## src/rtl/ptlb_pkg.sv

```systemverilog
// ----------------------------------------------------------------------------
// ptlb_pkg
// Types, class codes and lookup tables shared by the pair table line breaker.
// ----------------------------------------------------------------------------
`default_nettype none

package ptlb_pkg;

   localparam int unsigned CodePointWidth = 21;
   localparam int unsigned ClassWidth     = 6;
   localparam int unsigned RawClasses     = 36;
   localparam int unsigned TableClasses   = 26;

   typedef logic [CodePointWidth-1:0] code_point_type;
   typedef logic [ClassWidth-1:0]     class_type;
   typedef logic [4:0]                table_index_type;

   localparam class_type CLS_AL = 6'd11;
   localparam class_type CLS_WJ = 6'd20;
   localparam class_type CLS_BK = 6'd26;
   localparam class_type CLS_SP = 6'd31;

   localparam code_point_type CP_LINE_FEED      = 21'h00000A;
   localparam code_point_type CP_LINE_SEPARATOR = 21'h002028;
   localparam code_point_type CP_PARA_SEPARATOR = 21'h002029;

   typedef enum logic [2:0] {
      ACT_D,
      ACT_I,
      ACT_P,
      ACT_C,
      ACT_X
   } action_type;

   typedef struct packed {
      code_point_type code_point;
      logic [5:0]     break_type;
      logic           first_of_text;
   } req_item_type;

   typedef struct packed {
      logic      break_before;
      logic      forced;
      class_type char_class;
   } rsp_item_type;

   // Raw property to reduced class. Several raw properties fold into AL.
   localparam class_type REDUCED_CLASS [RawClasses] = '{
      6'd26, 6'd11, 6'd11, 6'd19, 6'd11, 6'd18, 6'd13, 6'd3,  6'd11,
      6'd31, 6'd15, 6'd16, 6'd17, 6'd14, 6'd4,  6'd0,  6'd1,  6'd2,
      6'd5,  6'd12, 6'd10, 6'd7,  6'd6,  6'd11, 6'd8,  6'd9,  6'd11,
      6'd11, 6'd11, 6'd11, 6'd20, 6'd23, 6'd24, 6'd25, 6'd21, 6'd22
   };

   // Rows are the base class, columns the class of the new character.
   localparam action_type PAIR_TABLE [TableClasses][TableClasses] = '{
      '{ACT_P, ACT_P, ACT_P, ACT_P, ACT_P, ACT_P, ACT_P, ACT_P, ACT_P, ACT_P, ACT_P, ACT_P,
        ACT_P, ACT_P, ACT_P, ACT_P, ACT_P, ACT_P, ACT_P, ACT_X, ACT_P, ACT_P, ACT_P, ACT_P,
        ACT_P, ACT_P},
      '{ACT_D, ACT_P, ACT_I, ACT_I, ACT_P, ACT_P, ACT_P, ACT_P, ACT_I, ACT_I, ACT_D, ACT_D,
        ACT_D, ACT_D, ACT_I, ACT_I, ACT_D, ACT_D, ACT_P, ACT_C, ACT_P, ACT_D, ACT_D, ACT_D,
        ACT_D, ACT_D},
      '{ACT_P, ACT_P, ACT_I, ACT_I, ACT_I, ACT_P, ACT_P, ACT_P, ACT_I, ACT_I, ACT_I, ACT_I,
        ACT_I, ACT_I, ACT_I, ACT_I, ACT_I, ACT_I, ACT_P, ACT_C, ACT_P, ACT_I, ACT_I, ACT_I,
        ACT_I, ACT_I},
      '{ACT_I, ACT_P, ACT_I, ACT_I, ACT_I, ACT_P, ACT_P, ACT_P, ACT_I, ACT_I, ACT_I, ACT_I,
        ACT_I, ACT_I, ACT_I, ACT_I, ACT_I, ACT_I, ACT_P, ACT_C, ACT_P, ACT_I, ACT_I, ACT_I,
        ACT_I, ACT_I},
      '{ACT_D, ACT_P, ACT_I, ACT_I, ACT_I, ACT_P, ACT_P, ACT_P, ACT_D, ACT_D, ACT_D, ACT_D,
        ACT_D, ACT_D, ACT_I, ACT_I, ACT_D, ACT_D, ACT_P, ACT_C, ACT_P, ACT_D, ACT_D, ACT_D,
        ACT_D, ACT_D},
      '{ACT_D, ACT_P, ACT_I, ACT_I, ACT_I, ACT_P, ACT_P, ACT_P, ACT_D, ACT_D, ACT_D, ACT_D,
        ACT_D, ACT_D, ACT_I, ACT_I, ACT_D, ACT_D, ACT_P, ACT_C, ACT_P, ACT_D, ACT_D, ACT_D,
        ACT_D, ACT_D},
      '{ACT_D, ACT_P, ACT_I, ACT_I, ACT_I, ACT_P, ACT_P, ACT_P, ACT_D, ACT_D, ACT_I, ACT_D,
        ACT_D, ACT_D, ACT_I, ACT_I, ACT_D, ACT_D, ACT_P, ACT_C, ACT_P, ACT_D, ACT_D, ACT_D,
        ACT_D, ACT_D},
      '{ACT_D, ACT_P, ACT_I, ACT_I, ACT_I, ACT_P, ACT_P, ACT_P, ACT_D, ACT_D, ACT_I, ACT_I,
        ACT_D, ACT_D, ACT_I, ACT_I, ACT_D, ACT_D, ACT_P, ACT_C, ACT_P, ACT_D, ACT_D, ACT_D,
        ACT_D, ACT_D},
      '{ACT_I, ACT_P, ACT_I, ACT_I, ACT_I, ACT_P, ACT_P, ACT_P, ACT_D, ACT_D, ACT_I, ACT_I,
        ACT_I, ACT_D, ACT_I, ACT_I, ACT_D, ACT_D, ACT_P, ACT_C, ACT_P, ACT_I, ACT_I, ACT_I,
        ACT_I, ACT_I},
      '{ACT_I, ACT_P, ACT_I, ACT_I, ACT_I, ACT_P, ACT_P, ACT_P, ACT_D, ACT_D, ACT_I, ACT_I,
        ACT_D, ACT_D, ACT_I, ACT_I, ACT_D, ACT_D, ACT_P, ACT_C, ACT_P, ACT_D, ACT_D, ACT_D,
        ACT_D, ACT_D},
      '{ACT_D, ACT_P, ACT_I, ACT_I, ACT_I, ACT_P, ACT_P, ACT_P, ACT_I, ACT_I, ACT_I, ACT_I,
        ACT_D, ACT_I, ACT_I, ACT_I, ACT_D, ACT_D, ACT_P, ACT_C, ACT_P, ACT_D, ACT_D, ACT_D,
        ACT_D, ACT_D},
      '{ACT_D, ACT_P, ACT_I, ACT_I, ACT_I, ACT_P, ACT_P, ACT_P, ACT_D, ACT_D, ACT_I, ACT_I,
        ACT_D, ACT_I, ACT_I, ACT_I, ACT_D, ACT_D, ACT_P, ACT_C, ACT_P, ACT_D, ACT_D, ACT_D,
        ACT_D, ACT_D},
      '{ACT_D, ACT_P, ACT_I, ACT_I, ACT_I, ACT_P, ACT_P, ACT_P, ACT_D, ACT_I, ACT_D, ACT_D,
        ACT_D, ACT_I, ACT_I, ACT_I, ACT_D, ACT_D, ACT_P, ACT_C, ACT_P, ACT_D, ACT_D, ACT_D,
        ACT_D, ACT_D},
      '{ACT_D, ACT_P, ACT_I, ACT_I, ACT_I, ACT_P, ACT_P, ACT_P, ACT_D, ACT_D, ACT_D, ACT_D,
        ACT_D, ACT_I, ACT_I, ACT_I, ACT_D, ACT_D, ACT_P, ACT_C, ACT_P, ACT_D, ACT_D, ACT_D,
        ACT_D, ACT_D},
      '{ACT_D, ACT_P, ACT_I, ACT_D, ACT_I, ACT_P, ACT_P, ACT_P, ACT_D, ACT_D, ACT_I, ACT_D,
        ACT_D, ACT_D, ACT_I, ACT_I, ACT_D, ACT_D, ACT_P, ACT_C, ACT_P, ACT_D, ACT_D, ACT_D,
        ACT_D, ACT_D},
      '{ACT_D, ACT_P, ACT_I, ACT_D, ACT_I, ACT_P, ACT_P, ACT_P, ACT_D, ACT_D, ACT_D, ACT_D,
        ACT_D, ACT_D, ACT_I, ACT_I, ACT_D, ACT_D, ACT_P, ACT_C, ACT_P, ACT_D, ACT_D, ACT_D,
        ACT_D, ACT_D},
      '{ACT_I, ACT_P, ACT_I, ACT_I, ACT_I, ACT_P, ACT_P, ACT_P, ACT_I, ACT_I, ACT_I, ACT_I,
        ACT_I, ACT_I, ACT_I, ACT_I, ACT_I, ACT_I, ACT_P, ACT_C, ACT_P, ACT_I, ACT_I, ACT_I,
        ACT_I, ACT_I},
      '{ACT_D, ACT_P, ACT_I, ACT_I, ACT_I, ACT_P, ACT_P, ACT_P, ACT_D, ACT_D, ACT_D, ACT_D,
        ACT_D, ACT_D, ACT_I, ACT_I, ACT_D, ACT_P, ACT_P, ACT_C, ACT_P, ACT_D, ACT_D, ACT_D,
        ACT_D, ACT_D},
      '{ACT_D, ACT_D, ACT_D, ACT_D, ACT_D, ACT_D, ACT_D, ACT_D, ACT_D, ACT_D, ACT_D, ACT_D,
        ACT_D, ACT_D, ACT_D, ACT_D, ACT_D, ACT_D, ACT_P, ACT_D, ACT_D, ACT_D, ACT_D, ACT_D,
        ACT_D, ACT_D},
      '{ACT_D, ACT_P, ACT_I, ACT_I, ACT_I, ACT_P, ACT_P, ACT_P, ACT_D, ACT_D, ACT_I, ACT_I,
        ACT_D, ACT_I, ACT_I, ACT_I, ACT_D, ACT_D, ACT_P, ACT_C, ACT_P, ACT_D, ACT_D, ACT_D,
        ACT_D, ACT_D},
      '{ACT_I, ACT_P, ACT_I, ACT_I, ACT_I, ACT_P, ACT_P, ACT_P, ACT_I, ACT_I, ACT_I, ACT_I,
        ACT_I, ACT_I, ACT_I, ACT_I, ACT_I, ACT_I, ACT_P, ACT_C, ACT_P, ACT_I, ACT_I, ACT_I,
        ACT_I, ACT_I},
      '{ACT_D, ACT_P, ACT_I, ACT_I, ACT_I, ACT_P, ACT_P, ACT_P, ACT_D, ACT_I, ACT_D, ACT_D,
        ACT_D, ACT_I, ACT_I, ACT_I, ACT_D, ACT_D, ACT_P, ACT_C, ACT_P, ACT_D, ACT_D, ACT_D,
        ACT_I, ACT_I},
      '{ACT_D, ACT_P, ACT_I, ACT_I, ACT_I, ACT_P, ACT_P, ACT_P, ACT_D, ACT_I, ACT_D, ACT_D,
        ACT_D, ACT_I, ACT_I, ACT_I, ACT_D, ACT_D, ACT_P, ACT_C, ACT_P, ACT_D, ACT_D, ACT_D,
        ACT_D, ACT_I},
      '{ACT_D, ACT_P, ACT_I, ACT_I, ACT_I, ACT_P, ACT_P, ACT_P, ACT_D, ACT_I, ACT_D, ACT_D,
        ACT_D, ACT_I, ACT_I, ACT_I, ACT_D, ACT_D, ACT_P, ACT_C, ACT_P, ACT_I, ACT_I, ACT_I,
        ACT_I, ACT_D},
      '{ACT_D, ACT_P, ACT_I, ACT_I, ACT_I, ACT_P, ACT_P, ACT_P, ACT_D, ACT_I, ACT_D, ACT_D,
        ACT_D, ACT_I, ACT_I, ACT_I, ACT_D, ACT_D, ACT_P, ACT_C, ACT_P, ACT_D, ACT_D, ACT_D,
        ACT_I, ACT_I},
      '{ACT_D, ACT_P, ACT_I, ACT_I, ACT_I, ACT_P, ACT_P, ACT_P, ACT_D, ACT_I, ACT_D, ACT_D,
        ACT_D, ACT_I, ACT_I, ACT_I, ACT_D, ACT_D, ACT_P, ACT_C, ACT_P, ACT_D, ACT_D, ACT_D,
        ACT_D, ACT_I}
   };

endpackage

`default_nettype wire

```

## src/rtl/ptlb_if.sv

```systemverilog
// ----------------------------------------------------------------------------
// ptlb_req_if / ptlb_rsp_if
// Valid/ready channels for character requests and break results.
// ----------------------------------------------------------------------------
`default_nettype none

interface ptlb_req_if;
   logic                     valid;
   logic                     ready;
   ptlb_pkg::code_point_type code_point;
   logic [5:0]               break_type;
   logic                     first_of_text;

   modport source (output valid, output code_point, output break_type,
                   output first_of_text, input ready);
   modport sink (input valid, input code_point, input break_type,
                 input first_of_text, output ready);
endinterface

interface ptlb_rsp_if;
   logic                valid;
   logic                ready;
   logic                break_before;
   logic                forced;
   ptlb_pkg::class_type char_class;

   modport source (output valid, output break_before, output forced,
                   output char_class, input ready);
   modport sink (input valid, input break_before, input forced,
                 input char_class, output ready);
endinterface

`default_nettype wire

```

## src/rtl/ptlb_classify.sv

```systemverilog
// ----------------------------------------------------------------------------
// ptlb_classify
// Reduces the raw line break property to a table class and applies the
// code points that always act as mandatory breaks.
// ----------------------------------------------------------------------------
`default_nettype none

module ptlb_classify (
   input  wire ptlb_pkg::code_point_type code_point,
   input  wire logic [5:0]               break_type,
   output ptlb_pkg::class_type           char_class
);

   ptlb_pkg::class_type reduced;

   always_comb begin
      if (break_type < 6'(ptlb_pkg::RawClasses)) begin
         reduced = ptlb_pkg::REDUCED_CLASS[break_type];
      end else begin
         reduced = ptlb_pkg::CLS_AL;
      end
   end

   assign char_class = (code_point == ptlb_pkg::CP_LINE_FEED ||
                        code_point == ptlb_pkg::CP_LINE_SEPARATOR ||
                        code_point == ptlb_pkg::CP_PARA_SEPARATOR) ?
                       ptlb_pkg::CLS_BK : reduced;

endmodule

`default_nettype wire

```

## src/rtl/ptlb_step.sv

```systemverilog
// ----------------------------------------------------------------------------
// ptlb_step
// Segment state and the pair table decision for one character per cycle while advance is high.
// ----------------------------------------------------------------------------
`default_nettype none

module ptlb_step (
   input  wire logic                   clock,
   input  wire logic                   reset,
   input  wire logic                   advance,
   input  wire ptlb_pkg::class_type    char_class,
   input  wire logic                   first_of_text,
   output ptlb_pkg::rsp_item_type      result
);

   logic                segment_open_ff, segment_open_in;
   logic                hard_pending_ff, hard_pending_in;
   ptlb_pkg::class_type base_class_ff, base_class_in;
   ptlb_pkg::class_type previous_class_ff, previous_class_in;

   ptlb_pkg::class_type     open_class;
   ptlb_pkg::table_index_type row;
   ptlb_pkg::table_index_type col;
   ptlb_pkg::action_type    action;
   logic                    after_space;

   assign open_class  = (char_class == ptlb_pkg::CLS_SP) ? ptlb_pkg::CLS_WJ : char_class;
   assign after_space = (previous_class_ff == ptlb_pkg::CLS_SP);
   assign row = (base_class_ff < 6'(ptlb_pkg::TableClasses)) ?
                base_class_ff[4:0] : ptlb_pkg::CLS_AL[4:0];
   assign col = (char_class < 6'(ptlb_pkg::TableClasses)) ? char_class[4:0] : '0;
   assign action = ptlb_pkg::PAIR_TABLE[row][col];

   always_comb begin
      segment_open_in     = segment_open_ff;
      hard_pending_in     = hard_pending_ff;
      base_class_in       = base_class_ff;
      previous_class_in   = previous_class_ff;
      result.break_before = 1'b0;
      result.forced       = 1'b0;
      result.char_class   = char_class;
      if (first_of_text || !segment_open_ff || hard_pending_ff) begin
         // A segment starts here; after a mandatory break it is a forced break.
         result.break_before = segment_open_ff && !first_of_text;
         result.forced       = segment_open_ff && !first_of_text;
         result.char_class   = open_class;
         segment_open_in     = 1'b1;
         hard_pending_in     = (open_class == ptlb_pkg::CLS_BK);
         base_class_in       = open_class;
         previous_class_in   = open_class;
      end else if (char_class == ptlb_pkg::CLS_BK) begin
         hard_pending_in   = 1'b1;
         previous_class_in = char_class;
      end else if (char_class == ptlb_pkg::CLS_SP) begin
         previous_class_in = char_class;
      end else begin
         previous_class_in = char_class;
         case (action)
            ptlb_pkg::ACT_D: begin
               result.break_before = 1'b1;
               base_class_in       = char_class;
            end
            ptlb_pkg::ACT_I: begin
               result.break_before = after_space;
               base_class_in       = char_class;
            end
            ptlb_pkg::ACT_P: begin
               base_class_in = char_class;
            end
            ptlb_pkg::ACT_C: begin
               if (after_space) begin
                  result.break_before = 1'b1;
                  base_class_in       = char_class;
               end
            end
            default: begin
               if (after_space) begin
                  base_class_in = char_class;
               end
            end
         endcase
      end
   end

   always_ff @(posedge clock) begin
      if (reset) begin
         segment_open_ff   <= 1'b0;
         hard_pending_ff   <= 1'b0;
         base_class_ff     <= '0;
         previous_class_ff <= '0;
      end else if (advance) begin
         segment_open_ff   <= segment_open_in;
         hard_pending_ff   <= hard_pending_in;
         base_class_ff     <= base_class_in;
         previous_class_ff <= previous_class_in;
      end
   end

endmodule

`default_nettype wire

```

## src/rtl/pair_table_line_breaker_unit.sv

```systemverilog
// ----------------------------------------------------------------------------
// pair_table_line_breaker_unit
// Reports line break opportunities for a stream of decoded characters.
// ----------------------------------------------------------------------------
// Each request carries one character with its raw line break property and a
// start-of-text flag, and yields exactly one response telling whether a break
// opportunity lies before that character, whether it is forced by a preceding
// mandatory break character (a line feed, a line or paragraph separator, or a
// character whose property is mandatory break), and the reduced class given to
// it. A request is captured in an input register and its response is moved
// into the output register when that is empty or being read; one request is
// taken every cycle while responses are accepted, limited by the single pass
// through the class map and the pair table that updates the segment state.
`default_nettype none

module pair_table_line_breaker_unit (
   input  wire logic   clock,
   input  wire logic   reset,
   ptlb_req_if.sink    req,
   ptlb_rsp_if.source  rsp
);

   logic                   in_valid_ff, in_valid_in;
   ptlb_pkg::req_item_type in_item_ff;
   logic                   out_valid_ff, out_valid_in;
   ptlb_pkg::rsp_item_type out_item_ff;

   logic                   advance;
   logic                   req_fire;
   ptlb_pkg::class_type    char_class;
   ptlb_pkg::rsp_item_type result;

   assign advance   = in_valid_ff && (!out_valid_ff || rsp.ready);
   assign req.ready = !in_valid_ff || advance;
   assign req_fire  = req.valid && req.ready;

   assign in_valid_in  = req_fire || (in_valid_ff && !advance);
   assign out_valid_in = advance || (out_valid_ff && !rsp.ready);

   ptlb_classify u_classify (
      .code_point (in_item_ff.code_point),
      .break_type (in_item_ff.break_type),
      .char_class (char_class)
   );

   ptlb_step u_step (
      .clock         (clock),
      .reset         (reset),
      .advance       (advance),
      .char_class    (char_class),
      .first_of_text (in_item_ff.first_of_text),
      .result        (result)
   );

   always_ff @(posedge clock) begin
      if (reset) begin
         in_valid_ff  <= 1'b0;
         out_valid_ff <= 1'b0;
      end else begin
         in_valid_ff  <= in_valid_in;
         out_valid_ff <= out_valid_in;
      end
   end

   always_ff @(posedge clock) begin
      if (req_fire) begin
         in_item_ff.code_point    <= req.code_point;
         in_item_ff.break_type    <= req.break_type;
         in_item_ff.first_of_text <= req.first_of_text;
      end
      if (advance) begin
         out_item_ff <= result;
      end
   end

   assign rsp.valid        = out_valid_ff;
   assign rsp.break_before = out_item_ff.break_before;
   assign rsp.forced       = out_item_ff.forced;
   assign rsp.char_class   = out_item_ff.char_class;

endmodule

`default_nettype wire
```

## src/flat_wrapper.sv

```systemverilog
// flat-port wrapper written by rule: the top's interface ports become plain ports
module pair_table_line_breaker_unit_flat 
  (clock, reset, req_valid, req_code_point, req_break_type, req_first_of_text, req_ready, rsp_valid, rsp_break_before, rsp_forced, rsp_char_class, rsp_ready);
  ptlb_req_if req_i ();
  ptlb_rsp_if rsp_i ();
  input  wire logic clock;
  input  wire logic reset;
  input wire logic [$bits(req_i.valid)-1:0] req_valid;
  input wire logic [$bits(req_i.code_point)-1:0] req_code_point;
  input wire logic [$bits(req_i.break_type)-1:0] req_break_type;
  input wire logic [$bits(req_i.first_of_text)-1:0] req_first_of_text;
  output wire logic [$bits(req_i.ready)-1:0] req_ready;
  output wire logic [$bits(rsp_i.valid)-1:0] rsp_valid;
  output wire logic [$bits(rsp_i.break_before)-1:0] rsp_break_before;
  output wire logic [$bits(rsp_i.forced)-1:0] rsp_forced;
  output wire logic [$bits(rsp_i.char_class)-1:0] rsp_char_class;
  input wire logic [$bits(rsp_i.ready)-1:0] rsp_ready;
  assign req_i.valid = req_valid;
  assign req_i.code_point = req_code_point;
  assign req_i.break_type = req_break_type;
  assign req_i.first_of_text = req_first_of_text;
  assign req_ready = req_i.ready;
  assign rsp_valid = rsp_i.valid;
  assign rsp_break_before = rsp_i.break_before;
  assign rsp_forced = rsp_i.forced;
  assign rsp_char_class = rsp_i.char_class;
  assign rsp_i.ready = rsp_ready;
  pair_table_line_breaker_unit u_core (.clock(clock), .reset(reset), .req(req_i), .rsp(rsp_i));
endmodule
```

## config.mk

```make
export PLATFORM = sky130hd
export DESIGN_NAME = pair_table_line_breaker_unit_flat
export DESIGN_NICKNAME = d
export VERILOG_FILES = /design/src/rtl/ptlb_pkg.sv /design/src/rtl/ptlb_if.sv /design/src/rtl/ptlb_classify.sv /design/src/rtl/ptlb_step.sv /design/src/rtl/pair_table_line_breaker_unit.sv /design/src/flat_wrapper.sv
export SDC_FILE = /design/constraint.sdc
export NUM_CORES = 1
export LEC_CHECK = 0
export BUFFER_PORTS_ARGS = -buffer_cell sky130_fd_sc_hd__buf_2
export CAP_MARGIN = 20
export CORE_ASPECT_RATIO = 1.75
export CORE_MARGIN = 4
export CORE_UTILIZATION = 55
export CTS_BUF_LIST = sky130_fd_sc_hd__clkbuf_4 sky130_fd_sc_hd__clkbuf_8
export DETAILED_ROUTE_END_ITERATION = 12
export PLACE_DENSITY_LB_ADDON = 0.05
export SYNTH_ARGS = -nofsm -noshare
export SYNTH_HDL_FRONTEND = slang
export SYNTH_SLANG_ARGS = --single-unit
export TNS_END_PERCENT = 30
```

## constraint.sdc

```tcl
create_clock -name clock -period 3.55 [get_ports clock]
set_clock_uncertainty 0.1 [all_clocks]
set_input_delay 0.355 -clock clock [delete_from_list [all_inputs] [get_ports clock]]
set_output_delay 0.355 -clock clock [all_outputs]
set_load 0.005 [all_outputs]
```

==> results.cfg, run 1 <==
[die]
die-area_sq_mm = 0.00767
start_util_pct = 56.3
die_w_um = 67.9
rows = 38
die_y_um = 113
ioPinCount = 42
core_area_sq_mm = 0.00613

[yosys]
ys.flop_type = edfxtp_1
synth_cells = 354
synth_top_area_share_pct = 30.4
synth_common_cells = nor2_1 (38), edfxtp_1 (35), nand2_1 (25)
ys_types = 80
yosysTopAreaCell = edfxtp_1
synth_nets = 401
syn_area_per_cell_sq_um = 9.76
synth.most_common_cell = nor2_1
syn-cell-area_sq_mm = 0.00346
seq_area_frac_synth_pct = 38.5
synth-edff-count = 35
synth_area_leaders = edfxtp_1 (30%), dfxtp_1 (8.1%), ha_1 (5.4%)
yosysWarningCount = 0
async_reset_ff_share_pct = 0
ys_ff_latch = 49

[grt]
grt_max_degree = 29
grt_pass1_vias = 3042
gr-total-overflow = 0
grt.total_usage_pct = 23.5
antenna_found_initial = 0
grt_pass1_wl_um = 13600

[clocking]
clkTransAtPathRegs_ns = 0.09
tritoncts = done
h-tree-depth = 2
cts-root-buf = clkbuf_8
clk_latency_ns = 0.30
numCtsBuffers = 5
clock_path_buffers = 2
clkSinkCount = 49

[routing]
drt_iter0_markers = 232
routed_wl_um = 8460
ant_nets = 0
viasPerCell = 5.83
vias = 2984
drc = 0
first_pass_iters = 4
wl_per_cell_um = 16.5

[hold_path]
min_path_type = input port to register
min_from = req_code_point[0]

[flow_run]
cap_violations = 0

[status]
outcome = completed

[sta]
tightest_slew_ns = 0.550
min_period_ns = 3.54
setup_slack_ns = 0.0117
fmax_ghz = 0.283
fin_crit_sh_pct = 99.7
slew_viol_final = 0
hold_viol = 0
grt_setup_unrepaired = true
slew_headroom_pct = 63.2
setup_viol = 0

[layout]
register_area_sq_mm = 0.00133
fillCellCount = 501
n_antenna_cell = 0
multiInputGateArea_sq_mm = 0.00211
finalNetCount = 478
drive_gt1_share_pct = 34.5
syn2layout_area_growth_pct = 24.6

[placed_design]
port_buffers = 40
place_congestion = 0.900
dp_hpwl_um = 6660
dp_slack_ns = -0.127

[worst_setup_path]
crit_required_ns = 3.60
r2r-start = u_core.in_item_ff[1]
critPathCaptureType = register
critical_path_class = register to register
arrival_ns = 3.59
crit_start = u_core.in_item_ff[1]
start_kind = register
cp_max_fo = 5

[power]
peakVddDrop_mv = 0.396
power.leakage_nw = 1.75
power_density_mw_per_mm2 = 360
finalPower_mw = 1.55
==> critical path: stages, from the launching register on <==
cell and delay, ns:
edfxtp_1 0.47, inv_2 0.11, ha_4 0.30, inv_2 0.04, mux4_2 0.48, o21a_4 0.24, a211oi_4 0.30, buf_4 0.16
nand3b_1 0.07, a21oi_1 0.13, o2bb2ai_1 0.10, a211oi_2 0.34, mux2_4 0.34, o31ai_2 0.20
==> what timing repair did <==
item | in CTS | in global routing
resized for setup | 7 | 12
setup endpoints to repair | 6 | 6
pin swaps | 6 | 11
hold buffers | 0 | 0
buffers inserted | 5 | 1
==> report_power, final <==
part	total, mW	switching (mW)	internal [mW]
Sequential	0.667	0.0183	0.649
Clock	0.391	0.172	0.219
Combinational	0.493	0.263	0.230
Total	1.55	0.454	1.10
==> cell usage in the layout, fill, tap and decap left out, types with 5 or more instances in the layout <==
cell / n
a21oi_1: 22
buf_2: 40
buf_4: 45
clkbuf_8: 5
dfxtp_1: 14
edfxtp_1: 35
ha_1: 9
inv_1: 9
mux2i_1: 13
nand2_1: 25
nand2b_1: 14
nand3_1: 6
nor2_1: 36
nor2b_1: 7
nor3_1: 6
o211a_1: 5
o21ai_0: 8
or2_2: 6
or3_1: 6
==> logic make-up (layout without fill, tap and decap cells) <==
| group | Yosys count | in the layout | share of synthesized area, % |
|---|---|---|---|
| xor gates and xnor gates | 4 | 4 | 1.01 |
| DFF | 49 | 49 | 38.5 |
| other | 1 | 1 | 0.109 |
| AOI/OAI and AO/OA | 90 | 90 | 20.8 |
| adders and majority gates | 15 | 15 | 5.43 |
| muxes | 20 | 20 | 6.48 |
| and+or+nand+nor | 142 | 142 | 22.9 |
| buffers and inverters | 33 | 111 | 4.71 |
==> cell type report <==
cell class                 instances  area share (%)
multi-input combinational        272            48.9
sequential                        49            30.9
timing repair buffer              88            13.9
tap                               80            2.32
clock buffer                       6            1.77
inverter                          15            1.31
clock inverter                     2           0.901
==> flip-flops by register name, indices dropped and copies added (netlist names) <==
| signal | cells |
|---|---|
| u_core.rsp.forced | 1 |
| u_core.u_step.base_class_ff | 5 |
| u_core.u_step.segment_open_ff | 1 |
| u_core.in_valid_ff | 1 |
| u_core.rsp.break_before | 1 |
| u_core.u_step.previous_class_ff | 5 |
| u_core.u_step.hard_pending_ff | 1 |
| u_core.rsp.valid | 1 |
| u_core.rsp.char_class | 5 |
| u_core.in_item_ff | 28 |
==> routing by layer <==
metal	GRT usage, %	up-vias	share of wire, %
li1	-	1467	-
met1	22.0	1391	34
met2	43.0	89	56
met3	3.57	37	3.4
met4	17.5	0	6.1
met5	0	-	0
==> path summary, 6_finish.rpt <==
check / end / depth (start not counted) / slack [ns]
min: u_core.in_item_ff[7] / 1 / 0.12
max reg2reg: u_core.rsp.break_before / 13 / 0.01
max: u_core.rsp.break_before / 13 / 0.01
min reg2reg: u_core.u_step.previous_class_ff[0] / 2 / 0.36
==> per-stage QoR <==
stage / instances / hold slack, ns / instance area (sq um) / TNS [ns] / utilization (%)
finish: 512 / 0.123 / 4310 / 0 / 70.2
global route: 512 / 0.101 / 4310 / -0.723 / 70.2
CTS: 510 / 0.108 / 4230 / -0.00925 / 69.0
detailed placement: 497 / 0.349 / 4050 / -0.572 / 66.0
global placement: 497 / 0.341 / 4050 / -0.0592 / 66.0
floorplan: 354 / 0.332 / 3530 / -0.000624 / -
No activity file was read; power rests on OpenSTA's default activity.
==> inputs of run 2 (changes only) <==
--- a/config.mk
+++ b/config.mk
@@ -5,13 +5,14 @@
 export SDC_FILE = /design/constraint.sdc
 export NUM_CORES = 1
 export LEC_CHECK = 0
-export BUFFER_PORTS_ARGS = -buffer_cell sky130_fd_sc_hd__buf_2
+export ABC_AREA = 1
 export CAP_MARGIN = 20
 export CORE_ASPECT_RATIO = 1.75
 export CORE_MARGIN = 4
-export CORE_UTILIZATION = 55
+export CORE_UTILIZATION = 60
 export CTS_BUF_LIST = sky130_fd_sc_hd__clkbuf_4 sky130_fd_sc_hd__clkbuf_8
 export DETAILED_ROUTE_END_ITERATION = 12
+export DONT_BUFFER_PORTS = 1
 export PLACE_DENSITY_LB_ADDON = 0.05
 export SYNTH_ARGS = -nofsm -noshare
 export SYNTH_HDL_FRONTEND = slang
==> results.cfg, run 2 <==
[power]
peakVddDrop_mv = 0.342
finalPower_mw = 1.53
power.leakage_nw = 1.65
power_density_mw_per_mm2 = 446

[sta]
fin_hold_ws_ns = 0.0228
fmax_ghz = 0.307
grt_setup_unrepaired = false
fin_crit_sh_pct = 91.8
setup_slack_ns = 0.292
slew_viol_final = 0
hold_viol = 0
slew_headroom_pct = 39.8
min_period_ns = 3.26
setup_viol = 0
fin_tns_setup_ns = 0
tightest_slew_ns = 0.901

[worst_setup_path]
r2r-start = u_core.in_item_ff[2]
cp_max_fo = 8
cp_num_buf_inv = 3
crit_required_ns = 3.49
crit_start = u_core.in_item_ff[2]
start_kind = register
crit_slowest_cell = edfxtp_1
crit_cells = 20
critical_path_class = register to register
arrival_ns = 3.20
critPathCapture = u_core.rsp.break_before
reg2reg_to = u_core.rsp.break_before
critPathCaptureType = register
cpMostUsedCell = nand2_1
slowest_delay_ns = 0.45
r2r_cells = 20
crit_path_cell_trace = inv_1 -> ha_1 -> inv_1 -> nand2_1 -> nand3_1 -> nand3_1 -> nand2_1 -> nand2_1 -> nand2_2 -> nand2_2 -> nand2_1 -> inv_2 -> nor3_1 -> o211ai_1 -> nand2_1 -> nand3_1 -> nand2_2 -> nand2_1 -> o211ai_1 -> o21ai_0
r2r_slack_ns = 0.29
cp_top_family = simple AND/OR/NAND/NOR gates

[die]
start_util_pct = 61.3
die_w_um = 63.4
die_y_um = 105
core_area_sq_mm = 0.00526
die-area_sq_mm = 0.00665
ioPinCount = 42
rows = 35

[flow_run]
cap_violations = 0

[clocking]
clkSinkCount = 49
h-tree-depth = 2
numCtsBuffers = 5
cts_resized = 0
cts-root-buf = clkbuf_8
clock_path_buffers = 2
tritoncts = done
clk_latency_ns = 0.30
clkTransAtPathRegs_ns = 0.09

[layout]
final_cell_mix = nand2_1 (105), inv_1 (60), nor2_1 (58)
top_register = u_core.in_item_ff
finalInstanceArea_sq_mm = 0.00344
n_antenna_cell = 0
drive_gt1_share_pct = 11.2
syn2layout_area_growth_pct = 6.75
finalNetCount = 493
final_common_cell = nand2_1
largest_reg_flops = 28

[routing]
first_pass_iters = 4
viasPerCell = 5.56
drc = 0
routed_wl_um = 7000
wl_per_cell_um = 13.9
drt_iter0_markers = 102
ant_nets = 0
vias = 2789

[grt]
gr-total-overflow = 0
grt_max_degree = 29
antenna_found_initial = 0
grt_pass1_wl_um = 11600
grt.total_usage_pct = 22.1
grt_pass1_vias = 2792

[placed_design]
dp_hpwl_um = 5430
place_area_sq_mm = 0.00329
place_congestion = 0.911
dp_slack_ns = 0.261
port_buffers = 0

[yosys]
synth.most_common_cell = nand2_1
synth_common_cells = nand2_1 (105), inv_1 (60), nor2_1 (58)
synth_cells = 435
synth_nets = 482
seq_area_frac_synth_pct = 41.3
syn_area_per_cell_sq_um = 7.41
async_reset_ff_share_pct = 0
yosysTopAreaCell = edfxtp_1
synth_area_leaders = edfxtp_1 (33%), nand2_1 (12%), dfxtp_1 (8.7%)
yosysWarningCount = 0
synth_top_area_share_pct = 32.6
ys_ff_latch = 49
ys.flop_type = edfxtp_1
synth-edff-count = 35
ys_types = 32
syn-cell-area_sq_mm = 0.00322

[status]
outcome = completed

[hold_path]
min_path_type = input port to register
[run 2: cell count changes after synthesis, moves of 6 or more]
| cell | change |
|---|---|
| clkbuf_1 | -10 |
| inv_1 | +48 |
| inv_2 | +7 |
| mux2i_1 | -13 |
| nand2_1 | +80 |
| nand2b_1 | -14 |
| nand3_1 | +40 |
| nor2_1 | +20 |
| nor2b_1 | -7 |
| o21ai_0 | +12 |
| or2_2 | -6 |
| or3_1 | -6 |
[run 2: where the power goes]
part / switching, mW / total, mW / internal (mW)
Combinational: 0.310 / 0.463 / 0.153
Sequential: 0.0246 / 0.681 / 0.656
Clock: 0.171 / 0.390 / 0.219
Total: 0.506 / 1.53 / 1.03
[run 2: stage by stage]
stage	cells	util, %
after floorplan	435	-
after detailed placement	489	62.5
after global placement	489	62.5
after global routing	502	65.5
final	502	65.5
after CTS	498	64.9
[run 2: kinds of logic (layout without fill, tap and decap cells)]
family | after synthesis | in the layout | share of synthesized area [%]
compound gates | 57 | 57 | 10.3
fa+ha+maj | 15 | 15 | 5.82
buf+inv | 76 | 88 | 9.59
flops | 49 | 49 | 41.3
other cells | 1 | 1 | 0.116
simple gates | 237 | 237 | 32.8
[run 2: metal layers]
metal | global-route usage (%) | up-vias | wire (um)
met5 | 0 | - | 0
met4 | 14.7 | 0 | 396
met3 | 3.55 | 35 | 204
met2 | 42.4 | 86 | 3920
met1 | 20.3 | 1242 | 2480
li1 | - | 1426 | -
[run 2: area by class of cell]
| cell class | instances | area, sq um |
|---|---|---|
| well taps | 55 | 68.8 |
| multi-input cells | 310 | 1580 |
| flip-flops and latches | 49 | 1330 |
| repair buffers | 10 | 77.6 |
| inverters | 70 | 265 |
| clock inverters | 2 | 38.8 |
| clock buffers | 6 | 76.3 |
| fillers | 465 | 1810 |
[run 2: worst min-delay path by stage]
stage	start	slack, ns	depth (start not counted)	endpoint
floorplan	reset	0.32	1	u_core.in_valid_ff
CTS	reset	0.02	1	u_core.u_step.segment_open_ff
finish	reset	0.02	1	u_core.u_step.segment_open_ff
global route	reset	0.02	1	u_core.u_step.segment_open_ff
global placement	reset	0.33	1	u_core.in_valid_ff
detailed placement	reset	0.33	1	u_core.rsp.valid
[run 2: timing repair]
| action | in CTS | in global routing |
|---|---|---|
| setup endpoints to repair | 0 | 6 |
| hold buffers | 1 | 0 |
| hold endpoints to repair | 3 | 0 |
| buffers inserted | 0 | 4 |
==> inputs of run 3 (changes only) <==
--- a/config.mk
+++ b/config.mk
@@ -7,7 +7,7 @@
 export LEC_CHECK = 0
 export ABC_AREA = 1
 export CAP_MARGIN = 20
-export CORE_ASPECT_RATIO = 1.75
+export CORE_ASPECT_RATIO = 0.6
 export CORE_MARGIN = 4
 export CORE_UTILIZATION = 60
 export CTS_BUF_LIST = sky130_fd_sc_hd__clkbuf_4 sky130_fd_sc_hd__clkbuf_8
==> results.cfg, run 3 (same netlist as run 2, synthesis figures left out) <==
[grt]
grt_pass1_wl_um = 11900
gr-total-overflow = 0
antenna_found_initial = 0
grt.total_usage_pct = 22.5
grt_max_degree = 29
grt_pass1_vias = 2480

[routing]
viasPerCell = 5.40
first_pass_iters = 5
drt_iter0_markers = 197
vias = 2759
ant_nets = 0
drc = 0
routed_wl_um = 6820
wl_per_cell_um = 13.3

[sta]
slew_viol_final = 0
fin_tns_setup_ns = 0
slew_headroom_pct = 62.6
tightest_slew_ns = 0.560
min_period_ns = 3.17
setup_viol = 0
setup_slack_ns = 0.379
hold_viol = 0
grt_setup_unrepaired = false
fin_hold_ws_ns = 0.0454
fin_crit_sh_pct = 89.3
fmax_ghz = 0.315

[clocking]
h-tree-depth = 2
clkTransAtPathRegs_ns = 0.09
clkSinkCount = 49
clock_path_buffers = 2
tritoncts = done
numCtsBuffers = 5
clk_latency_ns = 0.30
cts-root-buf = clkbuf_8

[worst_setup_path]
critical_path_class = register to register
cp_max_fo = 8
crit_slowest_cell = edfxtp_1
r2r-start = u_core.in_item_ff[1]
crit_required_ns = 3.49
cpMostUsedCell = nand2_1
crit_start = u_core.in_item_ff[1]
critPathCaptureType = register
arrival_ns = 3.11
crit_path_cell_trace = inv_1 -> ha_1 -> inv_1 -> nand2_1 -> inv_1 -> nor2_1 -> nor2_1 -> nand2_1 -> nand3_2 -> nand2_2 -> inv_2 -> o21ai_4 -> buf_4 -> o21ai_2 -> nand2_1 -> nand2_1 -> nand2_1 -> a21oi_1 -> nand2_1 -> nand2_2 -> nand2_1 -> o211ai_1 -> o21ai_0
slowest_delay_ns = 0.48
start_kind = register

[flow_run]
cap_violations = 0

[layout]
register_area_sq_mm = 0.00133
drive_gt1_share_pct = 11.2
n_antenna_cell = 0
top_register = u_core.in_item_ff
final_common_cell = nand2_1
instances_no_fill = 511
fillCellCount = 427
multiInputGateArea_sq_mm = 0.00159
finalInstanceArea_sq_mm = 0.00345
final_cell_mix = nand2_1 (105), inv_1 (59), nor2_1 (57)
syn2layout_area_growth_pct = 7.03
largest_reg_flops = 28
finalNetCount = 491
finalCoreUtilization_pct = 67.2

[die]
die-area_sq_mm = 0.00665
rows = 20
start_util_pct = 62.8
ioPinCount = 42
core_area_sq_mm = 0.00513
die_y_um = 64.8
die_w_um = 103

[hold_path]
min_from = req_code_point[10]
min_path_type = input port to register

[power]
finalPower_mw = 1.46
peakVddDrop_mv = 0.340
power.leakage_nw = 1.64
power_density_mw_per_mm2 = 424

[placed_design]
dp_hpwl_um = 5290
place_area_sq_mm = 0.00329
placed_cells = 499
place_congestion = 0.982
port_buffers = 0
dp_slack_ns = 0.311

[status]
outcome = completed
-- run 3: what timing repair did --
action | in CTS | in global routing
endpoints found under the setup margin | 0 | 6
hold buffers | 0 | 1
setup buffers | 0 | 2
hold endpoints to repair | 0 | 4
gates resized for setup | 0 | 2
-- run 3: area by class of cell --
class | count | share of cell area [%]
clock inverters | 2 | 0.399
flip-flops and latches | 49 | 38.6
well taps | 66 | 2.39
inverters | 70 | 7.69
repair buffers | 8 | 2.76
multi-input cells | 310 | 46.0
clock buffers | 6 | 2.21
-- run 3: where the power goes --
group	leakage [nW]	internal [mW]	total [mW]	switching, mW
Combinational	1.14	0.156	0.460	0.304
Clock	0.0490	0.148	0.321	0.173
Sequential	0.455	0.656	0.683	0.0268
Total	1.64	0.960	1.46	0.504
-- run 3: path summary, 6_finish.rpt --
check	endpoint	slack, ns	depth (start not counted)
worst max-delay path	u_core.rsp.break_before	0.38	23
worst min-delay path	u_core.in_item_ff[17]	0.05	0
worst max register to register	u_core.rsp.break_before	0.38	23
worst min register to register	u_core.u_step.previous_class_ff[2]	0.37	2
-- run 3: metal layers --
metal	vias to the layer above	routed length, um	GRT usage, %
met5	-	0	0
met1	1199	3430	36.4
met4	0	19	4.09
met3	4	705	6.45
li1	1422	-	-
met2	134	2660	29.4
-- run 3: critical path: cells and delay by family (launching register included) --
kind	cells	cell delay, ns
adders and majority gates	1	0.32
AOI/OAI and AO/OA	5	0.52
and+or+nand+nor	12	0.89
DFF	1	0.48
buffers and inverters	5	0.59
